$ cat src/rtl/msort_pkg.sv
// Shared types and state encoding for the merge sorter.
package msort_pkg;

	// Width of the value fields on both channels
	localparam int unsigned ValueW = 32;

	// One input transfer
	typedef struct packed {
		logic signed [ValueW-1:0] value;
		logic                     last_in;
	} in_item_t;

	// One result transfer
	typedef struct packed {
		logic signed [ValueW-1:0] sorted_value;
		logic                     last_out;
		logic                     overflow;
	} out_item_t;

	// Per-cycle command to every cell of the row
	typedef struct packed {
		logic insert;    // place the broadcast value in order
		logic shift_out; // move every entry one cell toward the head
	} cell_ctl_t;

	// Controller states: collect a set, then stream it out
	typedef enum logic {
		ST_FILL,
		ST_DRAIN
	} state_t;

endpackage

$ cat src/rtl/msort_cell.sv
// One cell of the sorting row: holds a single value and trades with its neighbors.
module msort_cell #(
	parameter int unsigned DATA_WIDTH = 32
) (
	input  logic                   clk,
	input  logic                   arst_n,
	input  msort_pkg::cell_ctl_t   ctl,
	input  logic [DATA_WIDTH-1:0]  ins_val,
	input  logic                   prev_valid,
	input  logic [DATA_WIDTH-1:0]  prev_val,
	input  logic                   prev_gt,
	input  logic                   next_valid,
	input  logic [DATA_WIDTH-1:0]  next_val,
	output logic                   valid,
	output logic [DATA_WIDTH-1:0]  val,
	output logic                   gt
);
	import msort_pkg::*;

	logic                  valid_q;
	logic [DATA_WIDTH-1:0] val_q;

	// Strictly greater keeps equal values in arrival order
	assign gt    = valid_q && ($signed(ins_val) < $signed(val_q));
	assign valid = valid_q;
	assign val   = val_q;

	// Track occupancy
	always_ff @(posedge clk or negedge arst_n) begin
		if (!arst_n) begin
			valid_q <= 1'b0;
		end else if (ctl.insert) begin
			valid_q <= valid_q | prev_valid;
		end else if (ctl.shift_out) begin
			valid_q <= next_valid;
		end
	end

	// Insert: take the left neighbor when it moves right, else the new value
	// where it belongs; drain: take the right neighbor
	always_ff @(posedge clk) begin
		if (ctl.insert) begin
			if (prev_gt) begin
				val_q <= prev_val;
			end else if (gt || !valid_q) begin
				val_q <= ins_val;
			end
		end else if (ctl.shift_out) begin
			val_q <= next_val;
		end
	end

endmodule

$ cat config.mk
export PLATFORM = sky130hd
export DESIGN_NAME = msort_cell
export DESIGN_NICKNAME = d
export VERILOG_FILES = /design/src/rtl/msort_pkg.sv /design/src/rtl/msort_cell.sv
export SDC_FILE = /design/constraint.sdc
export NUM_CORES = 1
export LEC_CHECK = 0
export BUFFER_PORTS_ARGS = -buffer_cell sky130_fd_sc_hd__buf_2
export CORE_ASPECT_RATIO = 0.75
export CORE_MARGIN = 8
export CORE_UTILIZATION = 33
export DETAILED_ROUTE_END_ITERATION = 16
export GPL_TIMING_DRIVEN = 0
export PLACE_DENSITY_LB_ADDON = 0.1
export RECOVER_POWER = 25
export SLEW_MARGIN = 30
export SYNTH_ARGS = -nofsm -noshare
export SYNTH_HDL_FRONTEND = slang
export SYNTH_SLANG_ARGS = --single-unit
$ cat constraint.sdc
create_clock -name clk -period 6 [get_ports clk]
set_input_delay 0.6 -clock clk [delete_from_list [all_inputs] [get_ports clk]]
set_output_delay 0.6 -clock clk [all_outputs]
set_load 0.005 [all_outputs]
==> results of run 1 <==
==> worst max-delay path, cell delays in order <==
cell	delay (ns)
buf_2	0.11
ha_1	0.35
nand4_2	0.21
nor4_4	0.38
nand4_1	0.12
o22ai_1	0.19
o22ai_1	0.14
and2_1	0.19
buf_2	0.13
==> stage by stage <==
step           power [uW]  instances  util (%)  instance area [um2]  hold WS (ns)
2_1_floorplan       407.3        261         -                 2477        0.3044
3_3_place_gp        498.2        496     44.87                 3274        0.3753
3_5_place_dp        505.0        497     45.27                 3303        0.3769
4_1_cts             667.2        504     46.31                 3379       0.06715
5_1_grt             702.9        504     46.04                 3359       0.06208
6_report            653.0        504     46.04                 3359       0.08074
==> routing by layer <==
layer / part of all wire (%) / up-vias / track usage (%) / wire [um]
met4: 0.56 / 0 / 2.906 / 43
met1: 46 / 1007 / 18.66 / 3530
li1: - / 1210 / - / -
met3: 8.8 / 5 / 5.159 / 671
met2: 44 / 83 / 22.62 / 3398
met5: 0 / - / 0 / 0
==> flip-flops by register name (all words and copies together), names as in the netlist <==
| signal | flops |
|---|---|
| val | 32 |
| valid | 1 |
==> worst paths after layout <==
path / start / end / slack (ns) / depth (start not counted)
max: ins_val[31] / gt / 2.98 / 9
min reg2reg: valid / valid / 0.63 / 2
min in group clk: next_valid / valid / 0.60 / 3
min: arst_n / valid / 0.08 / 1
max in group asynchronous: arst_n / valid / 5.84 / 1
max reg2reg: val[31] / val[15] / 3.20 / 9
==> cell type report <==
class / count / area, um2 / share of cell area (%)
clock buffers: 6 / 72.57 / 2.160
repair buffers: 135 / 678.2 / 20.19
well taps: 101 / 126.4 / 3.762
multi-input cells: 183 / 1320 / 39.29
inverters: 33 / 123.9 / 3.687
plain buffers: 12 / 48.80 / 1.453
clock inverters: 1 / 3.754 / 0.1117
flip-flops and latches: 33 / 985.9 / 29.35
==> logic make-up after synthesis <==
family | Yosys count | share of synthesized area [%]
compound gates | 60 | 13.38
simple gates | 60 | 11.26
buf+inv | 45 | 6.969
flops | 33 | 39.80
mux | 32 | 12.93
fa+ha+maj | 31 | 15.66
==> power by group through the flow <==
stage / clock network, uW / logic [uW] / registers [uW]
after floorplan: 0 / 103 / 304
after global placement: 0 / 197 / 301
after detailed placement: 0 / 203 / 302
after CTS: 166 / 205 / 296
after global routing: 175 / 228 / 300
final: 159 / 198 / 296
==> placed cells by master (no fill, tap or decap), types with 2 or more instances in the layout <==
master and n:
a211oi_1 3, a21oi_1 45, buf_2 121, clkbuf_1 25, clkbuf_8 5, edfxtp_1 32, ha_1 31, inv_1 33
mux2i_1 32, nand2_1 11, nand4_1 2, nor2_1 36, nor3_1 3, o21ai_0 5, o22ai_1 2
==> metrics list, run 1 <==
- After the first detailed-routing iteration, the DRC count stood at 95.
- The filler cells instantiated in the layout total 786.
* Post-route DRC violation count: 0
- Antenna Violating Nets Remaining: 0
- Input/output buffers: 134
- Counting along the longest clock path gives a buffer depth of 2.
- Per report_power, the clock group accounts for 24.3% of the total.
- Standard cell core area: 7297 um2
* Crit path time final: 3.015 ns
- Element type at the critical path start: input pin
- Post-synth EDFFs: 32
- Number of search-and-repair iterations in the first detailed-routing pass: 4
- Synth cell types: 29
- Summed over all failing endpoints, the final setup total negative slack is 0 ns.
- The die is 91.04 um tall.
* CTS sink count: 33
- Synthesis produced a netlist with a net count of 395.
- The H-tree was split into 2 levels.
* Arrival time of data at the critical path endpoint: 2.42 ns
- RSZ-0062 raised after global routing: no
* Internal: 455.1 uW
- Hold-fix buffers, CTS: 0
- Among all cell types in the netlist, the one instantiated most often is a21oi_1.
* Switching power share of the total: 30.30%
- Total via count in the routed design: 2305
- Proportion of synthesized flip-flops having asynchronous set or reset: 3.030%
- Worst supply voltage drop on vdd: 0.08134 mV
- The worst setup path is of the in2out kind.
* Outcome: finished, final reports clean
- The first global-routing pass estimated 12190 um of wire.
* Number of endpoints failing setup at the final stage: 0
- Summed over all nets, the half-perimeter wirelength after detailed placement is 6404 um.
- Effective utilization at floorplan: 33.95%
- The clock reaches the later pin of the worst-skew pair after 0.28 ns.
- Pin count of the biggest net entering global routing: 18
* TritonCTS Buffers: 5
- Clock-pin transition on the worst setup and hold timing paths: 0.07 ns
- Across all setup checks in the final design, the least slack found is 2.985 ns.
- Row count: 27
- Worst Max-Slew Pin Slew: 0.5937 ns
- In this run the power density over the cells is 194.4 nW/um2.
- Fraction of the cycle the final worst path needs: 50.25%
* CTS Root Cell: clkbuf_8
- Max Slew Vio Count: 0
- The min-delay analysis places its worst path in the category in2async.
* Diode count: 0
- Clock tree from TritonCTS: done
- Average detailed-routed wire length per instance: 15.17 um
* Mean instance size in the synthesized netlist: 9.492 um2
- Routability-driven placement finished with a final weighted congestion of 0.8011.
* Fraction of synthesized cell area taken by the top area cell type: 38.79%
* Setup Skew: 0.004879 ns
* Maximum fanout along the worst path: 4
- Nature of the critical path endpoint: output port
* Total leakage power: 0.001709 uW
* Top-level I/O count: 137
* Signed area change from the synthesized netlist to the final layout: 35.61%
* X dimension of the die: 116.0 um
- In the final layout, the share of cells above drive strength 1 is 32.51%.
- Global-route total usage across every layer: 14.44%
* Final wirelength: 7644 um
* Die Footprint: 10560 um2
- After synthesis, the most frequently instantiated cells are 45 x a21oi_1, 36 x nor2_1, 33 x inv_1.
- The number of global-route vias before repair was 2464.
* Combinational fraction of design power: 30.3%
- Post-CTS timing repair inserted 0 buffers for setup.
* Final hold viol count: 0
* Library cell occupying the most area in the post-synthesis netlist: edfxtp_1
* Top_reg_cell synth: edfxtp_1
* Max-cap violation count: 0
* Sequential group share of total power: 45.4%
- Derived from the worst setup path, the maximum achievable clock frequency is 331.7 MHz.
* Number of vias per cell after detailed routing: 4.573
- In this run the tightest slew margin relative to its limit is 60.42%.
* Ranking of synthesized cells by area: edfxtp_1 39%, ha_1 16%, mux2i_1 13%
- Worst path required time: 5.40 ns
- Post-synthesis instance area: 2477 um2
* Part of the Yosys area used for sequential elements: 39.80%
- The initial antenna violation count was 0.
- The final layout contains 537 nets.
- Overflow left after global routing: 0
- Summed over all nets, the switching power comes to 197.8 uW.
* Number of cells upsized or downsized after cts: 0
- OpenSTA, run right after detailed placement, puts the worst setup slack at 2.833 ns.
- The Yosys step of the flow raised 0 warnings.
- Cell count after synthesis: 261
- The synthesized design contains 33 register bits.
Power figures use the tool's default switching activity.
==> run 2, diff against run 1 <==
--- a/config.mk
+++ b/config.mk
@@ -5,6 +5,7 @@
 export SDC_FILE = /design/constraint.sdc
 export NUM_CORES = 1
 export LEC_CHECK = 0
+export ABC_AREA = 1
 export BUFFER_PORTS_ARGS = -buffer_cell sky130_fd_sc_hd__buf_2
 export CORE_ASPECT_RATIO = 0.75
 export CORE_MARGIN = 8
==> constraint.sdc (replaced) <==
create_clock -name clk -period 3.1 [get_ports clk]
set_input_delay 0.31 -clock clk [delete_from_list [all_inputs] [get_ports clk]]
set_output_delay 0.31 -clock clk [all_outputs]
set_load 0.005 [all_outputs]
==> run 2 against run 1 <==
Compared with the run above:
- non-clock buffer count is 2 higher
- clock power up 120%
- final area grew 0.86%
- worst hold slack better by 0.20 ns
- sequential cell count is the same
- clock skew increased by 0.0096 ns
- area after synthesis up 0.66%
- wire length increased by 8.5%
- largest cell class unchanged
==> metrics list, run 2 <==
- Top-level I/O count: 137 (unchanged)
* Clock-pin transition on the worst setup and hold timing paths: 0.08 ns (about the same)
- The overall die height came to 91.28 um (+0.27%).
- The number of levels in the clock H-tree was 2 (unchanged).
* TritonCTS Buffers: 5 (unchanged)
- The relative slew slack came to 50.00% (-10 points).
- The largest total area in the synthesized netlist belongs to edfxtp_1.
- Signal routing reaches up to met4.
* Core Util, Final: 46.22% (+0.18 points)
* Setup Skew: 0.01451 ns (+0.009635 ns)
- The first-pass GRT wire length came to 13320 um (+9.3%).
- The number of clock sinks was 33 (unchanged).
* Hold Crit Start: next_valid
- Outcome: finished, final reports clean
* Die Footprint: 10620 um2 (+0.55%)
- Vias in the first global route: 2660 (+8.0%)
- The average size of a mapped cell came to 7.744 um2 (-18%).
- The path class of the tightest hold or removal check is in2reg.
- Worst path required time: 3.01 ns (-2.39 ns)
- The startpoint identified for the worst register-to-register timing path is val[21].
- The count of antenna-violating nets left after detailed routing is 0 (unchanged).
* Element type at the critical path start: flip-flop
- The number of synthesis warnings was 0 (unchanged).
- Total via count in the routed design: 2574 (+12%)
- The violation count after the first detailed-routing iteration came to 121 (+27%).
- The proportion of layout cells with a drive suffix above 1 is 30.41% (-2.1 points).
- Ranking of synthesized cells by area: edfxtp_1 39%, ha_1 16%, o21ai_0 13%
* CTS Root Cell: clkbuf_8
- Layout fillers: 805 (+2.4%)
- Counting instances in the post-synthesis netlist gives the leading cell types as 65 x nand2_1, 65 x o21ai_0, 43 x inv_1.
* Power density of the placed cells: 396.0 nW/um2 (+100%)
- Nature of the critical path endpoint: flip-flop
- The worst path uses 79.83% of the clock period.
* Fraction of synthesized cell area taken by the top area cell type: 38.53% (-0.25 points)
* Post-synthesis instance area: 2494 um2 (+0.66%)
- Input/output buffers: 136 (+1.5%)
* Crit path time final: 2.475 ns
* Cell count after synthesis: 322 (+23%)
* Worst Hold Path Cells: 3
- The register bit count reported by yosys is 33 (unchanged).
- Timing would allow up to 404.1 MHz.
* Weighted congestion reported at the end of routability-driven placement: 0.7634 (-4.7%)
- The actual transition at the worst max-transition pin came to 0.7490 ns (+0.1552 ns).
* Number of buffers between clock root and the deepest sink: 2 (unchanged)
* Proportion of synthesized flip-flops having asynchronous set or reset: 3.030% (unchanged)
- Sequential cell area: 985.9 um2 (unchanged)
- Setup repair after global routing left no endpoint under its margin.
- The static leakage power is 0.001738 uW (+1.7%).
- Leading cell types in the layout, fill and taps excluded: 128 x buf_2, 65 x o21ai_0, 65 x nand2_1, 42 x inv_1, 40 x nor2_1
- The post-cts repair resize count was 0 (unchanged).
* Effective utilization at floorplan: 34.02% (+0.065 points)
- The critical path is of the reg2reg type.
- Final HPWL DP: 6543 um (+2.2%)
* Final-stage net count: 600 (+12%)
- The flip-flop count of the largest register, all copies and words added came to 32 (unchanged).
- Signed area change from the synthesized netlist to the final layout: 35.88%
* FF-to-FF End: val[18]
- Wire length on met1: 3907 um (+11%)
* Overflow left after global routing: 0 (unchanged)
* Final hold viol count: 0 (unchanged)
* Standard cell core area: 7331 um2 (+0.46%)
- Among all flip-flop cells after synthesis, the most frequent one is edfxtp_1.
- The logic depth of the worst register-to-register path came to 11 (+2).
* Maximum fanout along the worst path: 32 (+28)
- Clock latency on the worst-skew pair: 0.29 ns (about the same)
- The initial antenna violation count is 0 (unchanged).
- The sum of met2 wire segment lengths after detailed routing came to 3692 um (+8.7%).
* Number of search-and-repair iterations in the first detailed-routing pass: 4 (unchanged)
- Clock tree from TritonCTS: done
* X dimension of the die: 116.4 um (+0.28%)
- The detailed-route wire length per cell is 14.61 um (-3.7%).
* Total length of routed met3 wires: 617 um (-8.0%)
- Part of the Yosys area used for sequential elements: 39.54% (-0.26 points)
- The count of flip-flops with a built-in enable after synthesis was 32 (unchanged).
* Number of vias per cell after detailed routing: 4.532 (-0.91%)
- Diode count: 0 (unchanged)
- The number of nets produced by synthesis came to 456 (+15%).
- Endpoint with the worst hold slack: valid
- Synth cell types: 20 (-31%)
- The total number of placement rows was 27 (unchanged).
- Reg2reg setup slack: 0.63 ns (-2.57 ns)
- Worst supply voltage drop on vdd: 0.1925 mV (+140%)
- The number of setup buffers added after CTS is 0 (unchanged).
* Pin count of the biggest net entering global routing: 33 (+15)
- The post-detailed-route DRC marker count is 0 (unchanged).
* Arrival time of data at the critical path endpoint: 2.39 ns (-0.03 ns)
* Leading cell type in the layout, fill and taps excluded: buf_2
- The final total power was 1342 uW (+110%).
- The total routing usage reported by global routing came to 15.74% (+1.3 points).
- Max-cap violation count: 0 (unchanged)
- Area used by multi-input combinational logic: 1295 um2 (-1.9%)
- The total count of max-transition violations in the final report came to 0 (unchanged).
- The sum of negative setup slack came to 0 ns (unchanged).
- Number of endpoints failing setup at the final stage: 0 (unchanged)
- The sum of routed wire length over all layers came to 8296 um (+8.5%).
run 2: worst max-delay path by stage:
stage | startpoint | endpoint | slack [ns] | cells past startpoint
5_1_grt | val[21] | val[20] | 0.42 | 11
4_1_cts | val[21] | val[23] | 0.58 | 11
6_report | val[21] | val[18] | 0.63 | 11
3_3_place_gp | ins_val[21] | val[13] | 0.07 | 11
2_1_floorplan | val[21] | val[0] | 0.71 | 11
3_5_place_dp | ins_val[21] | val[14] | 0.53 | 11
run 2: worst max-delay path, cell delays in order (launching register included):
cell and delay, ns:
edfxtp_1 0.38, inv_1 0.06, ha_1 0.23, a21oi_1 0.19, nor2_1 0.06, nor2_1 0.09, nand3_1 0.12, a21oi_2 0.15
nand3_1 0.11, nand3_1 0.09, nand2_1 0.06, inv_2 0.55
run 2: final cells by class:
class                      count  share of cell area [%]
buffer                        12                   1.403
clock buffer                   8                   2.659
inverter                      44                   4.874
multi-input combinational    233                   38.22
sequential                    33                   29.10
tap                          101                   3.730
timing repair buffer         137                   20.01
run 2: cell families after synthesis:
| family | count (synthesis) | synth area share (%) |
|---|---|---|
| simple gates | 115 | 18.36 |
| compound gates | 87 | 18.01 |
| buf+inv | 56 | 8.530 |
| flops | 33 | 39.54 |
| fa+ha+maj | 31 | 15.55 |
run 2: through the flow:
stage / instance area (um2) / instances / hold WS, ns / setup slack, ns
after global routing: 3388 / 568 / 0.3005 / 0.4245
after global placement: 3301 / 559 / 0.08607 / 0.06548
final: 3388 / 568 / 0.2785 / 0.6252
after CTS: 3401 / 568 / 0.2838 / 0.5805
after floorplan: 2494 / 322 / 0.01441 / 0.7086
after detailed placement: 3301 / 559 / 0.08706 / 0.5296
run 2: power by group:
| part | internal, uW | switching, uW | total [uW] |
|---|---|---|---|
| clock | 182 | 170 | 352 |
| sequential | 559 | 25.3 | 585 |
| combinational | 177 | 228 | 405 |
run 2: what timing repair did:
item	in CTS	in global routing
endpoints found under the setup margin	0	0
hold endpoints to repair	1	0
hold buffers	1	0
run 2: routing by layer:
metal	track usage (%)	vias to the layer above
li1	-	1361
met1	20.97	1119
met2	24.15	88
met3	4.762	6
met4	3.983	0
met5	0	-
==> run 3, diff against run 2 <==
--- a/config.mk
+++ b/config.mk
@@ -5,7 +5,7 @@
 export SDC_FILE = /design/constraint.sdc
 export NUM_CORES = 1
 export LEC_CHECK = 0
-export ABC_AREA = 1
+export ABC_AREA = 0
 export BUFFER_PORTS_ARGS = -buffer_cell sky130_fd_sc_hd__buf_2
 export CORE_ASPECT_RATIO = 0.75
 export CORE_MARGIN = 8
==> constraint.sdc (replaced) <==
create_clock -name clk -period 2.1 [get_ports clk]
set_input_delay 0.21 -clock clk [delete_from_list [all_inputs] [get_ports clk]]
set_output_delay 0.21 -clock clk [all_outputs]
set_load 0.005 [all_outputs]
==> run 3 against run 2 <==
Compared with the run above:
- the run now ends with setup timing left
- register-to-register slack got worse by 0.89 ns
- global-route usage down 0.66 points
- clock power rose by 41%
==> metrics list, run 3 (synthesis gave the netlist of run 1 again) <==
* Outcome: finished with violations
- Failing checks: setup timing
- The slack of the critical path is -0.2995 ns (-0.9247 ns).
- Number of search-and-repair iterations in the first detailed-routing pass: 4 (unchanged)
- The initial antenna violation count was 0 (unchanged).
* Slowest cell on the critical path: edfxtp_1
- CTS sink count: 33 (unchanged)
* Fraction of the cycle the final worst path needs: 114.3%
* Leading cell type in the layout, fill and taps excluded: buf_2
* Max Slew Vio Count: 0 (unchanged)
* Core Util, Final: 48.06% (+1.8 points)
- Standard cell core area: 7297 um2 (-0.46%)
- Average detailed-routed wire length per instance: 15.83 um (+8.4%)
- Crit-path max cell delay: 0.39 ns (-0.16 ns)
- The power per unit of standard cell area is 563.3 nW/um2 (+42%).
* Vias in the first global route: 2582 (-2.9%)
- Input/output buffers: 134 (-1.5%)
- Launching instance or port of the critical path: val[9]
- Critical-path cell list: inv_1 -> ha_1 -> a21oi_1 -> o21ai_0 -> a221oi_2 -> o22ai_2 -> o22ai_2 -> and2_4 -> buf_6
* Pin count of the biggest net entering global routing: 17 (-48%)
- The number of levels in the clock H-tree came to 2 (unchanged).
* Final wirelength: 8044 um (-3.0%)
- Max-cap violation count: 0 (unchanged)
- Nature of the critical path endpoint: output port
- X dimension of the die: 116.0 um (-0.28%)
- Post-route DRC violation count: 0 (unchanged)
* Fraction of layout cells with a size suffix above 1: 37.59% (+7.2 points)
- The first-pass GRT wire length came to 12590 um (-5.5%).
- Crit path time final: 2.400 ns
- Worst Max-Slew Pin Slew: 0.6159 ns (-0.1330 ns)
- Number of buffers between clock root and the deepest sink: 2 (unchanged)
* Reg2Reg Launch Point: val[30]
- The residual overflow from global routing was 0 (unchanged).
- CTS Root Cell: clkbuf_8
- The flip-flop count of the largest register, all copies and words added was 32 (unchanged).
* Worst supply voltage drop on vdd: 0.2287 mV (+19%)
- Final setup TNS: -8.379 ns (-8.379 ns)
- The number of top-level pins was 137 (unchanged).
* Leading cell types in the layout, fill and taps excluded: 126 x buf_2, 44 x a21oi_1, 36 x nor2_1, 32 x mux2i_1, 32 x edfxtp_1
- Clock latency on the worst-skew pair: 0.28 ns (about the same)
- TritonCTS built the clock tree.
* Die Footprint: 10560 um2 (-0.55%)
- The required time reported for the critical path endpoint came to 1.89 ns (-1.12 ns).
* Setup Skew: 0.007924 ns (-0.006590 ns)
* Total via count in the routed design: 2365 (-8.1%)
- Final hold viol count: 0 (unchanged)
* Overall die height: 91.04 um (-0.27%)
- The total routing usage reported by global routing is 15.08% (-0.66 points).
* TritonCTS Buffers: 5 (unchanged)
- Layout fillers: 766 (-4.8%)
- RSZ-0062 raised after global routing: yes
- The clock transition at the register clock pins on the worst setup and hold paths after CTS was 0.07 ns (about the same).
- The antenna diode instance count came to 0 (unchanged).
- Number of vias per cell after detailed routing: 4.656 (+2.7%)
* Effective utilization at floorplan: 33.95% (-0.065 points)
* Hold Crit Start: next_valid
* Kind of critical path: reg2out
* Weighted congestion reported at the end of routability-driven placement: 0.7712 (+1.0%)
- Antenna Violating Nets Remaining: 0 (unchanged)
- The total setup violations reported at the end of the flow was 33 (+33).
- Max-slew headroom: 58.94% (+8.9 points)
- Total leakage power: 0.001747 uW (+0.52%)
* Element type at the critical path start: flip-flop
- For this run, the top clock speed supported by timing is 416.8 MHz.
- Counting stages on the worst path, the most repeated cell is o22ai_2.
- Row count: 27 (unchanged)
* Type of the tightest min-delay check: in2reg
- The HPWL after detailed placement was 6369 um (-2.7%).
* Signed area change from the synthesized netlist to the final layout: 41.57%
- The data arrival time at the worst-slack endpoint came to 2.19 ns (-0.20 ns).
- Maximum fanout along the worst path: 3 (-91%)
- The final net count is 540 (-10%).
- The violation count after the first detailed-routing iteration came to 78 (-36%).
## run 3: cell type report
class	instances	area, um2	share of cell area, %
multi-input combinational	184	1443	41.13
inverter	33	123.9	3.532
sequential	33	985.9	28.11
tap	101	126.4	3.603
buffer	12	48.80	1.391
timing repair buffer	137	689.4	19.66
clock buffer	8	90.09	2.569
## run 3: repair_timing
action                                  4_1_cts  5_1_grt
pin swaps                                     9        0
cloned                                        1        0
buffers inserted                              2        0
hold endpoints to repair                      1        0
gates resized for setup                      15        2
hold buffers                                  1        0
endpoints found under the setup margin       33       33
## run 3: final timing paths
check	cells past startpoint	slack, ns	endpoint
worst max-delay path	9	-0.30	gt
worst max register to register	8	-0.26	val[2]
min in group asynchronous	2	0.26	valid
worst min-delay path	3	0.22	valid
worst min register to register	2	0.64	valid
max in group asynchronous	2	1.76	valid
## run 3: critical path, delay by kind of cell, from the launching register on
kind,cells,cell delay (ns)
AND/OR/NAND/NOR,1,0.21
flip-flops,1,0.39
adder cells (fa/ha/maj),1,0.23
AO/OA/AOI/OAI,5,0.93
buffers and inverters,2,0.16
## run 3: through the flow
step / power, uW / area [um2] / hold WS (ns) / setup slack, ns / instances
2_1_floorplan: 1167 / 2490 / -0.08559 / -0.1478 / 261
3_3_place_gp: 1427 / 3287 / -0.01382 / -0.4397 / 496
3_5_place_dp: 1437 / 3287 / -0.01481 / -0.4952 / 496
4_1_cts: 2007 / 3513 / 0.2032 / -0.3250 / 508
5_1_grt: 2111 / 3507 / 0.2128 / -0.4278 / 508
6_report: 1976 / 3507 / 0.2158 / -0.2995 / 508
## run 3: power by group
part / total, uW / leakage (uW) / internal, uW / switching (uW)
combinational: 629 / 0.00138 / 298 / 331
clock: 497 / 0.0000455 / 267 / 230
sequential: 849 / 0.000326 / 814 / 35.4
total: 1980 / 0.00175 / 1380 / 597
## run 3: routing by layer
layer  vias up  share of wire (%)  GRT usage (%)  wire length [um]
li1       1221                  -              -                 -
met1      1060                 46          18.88              3695
met2        78                 46          24.50              3686
met3         6                7.2          4.563               578
met4         0                1.0          4.090                83
met5         -                  0              0                 0
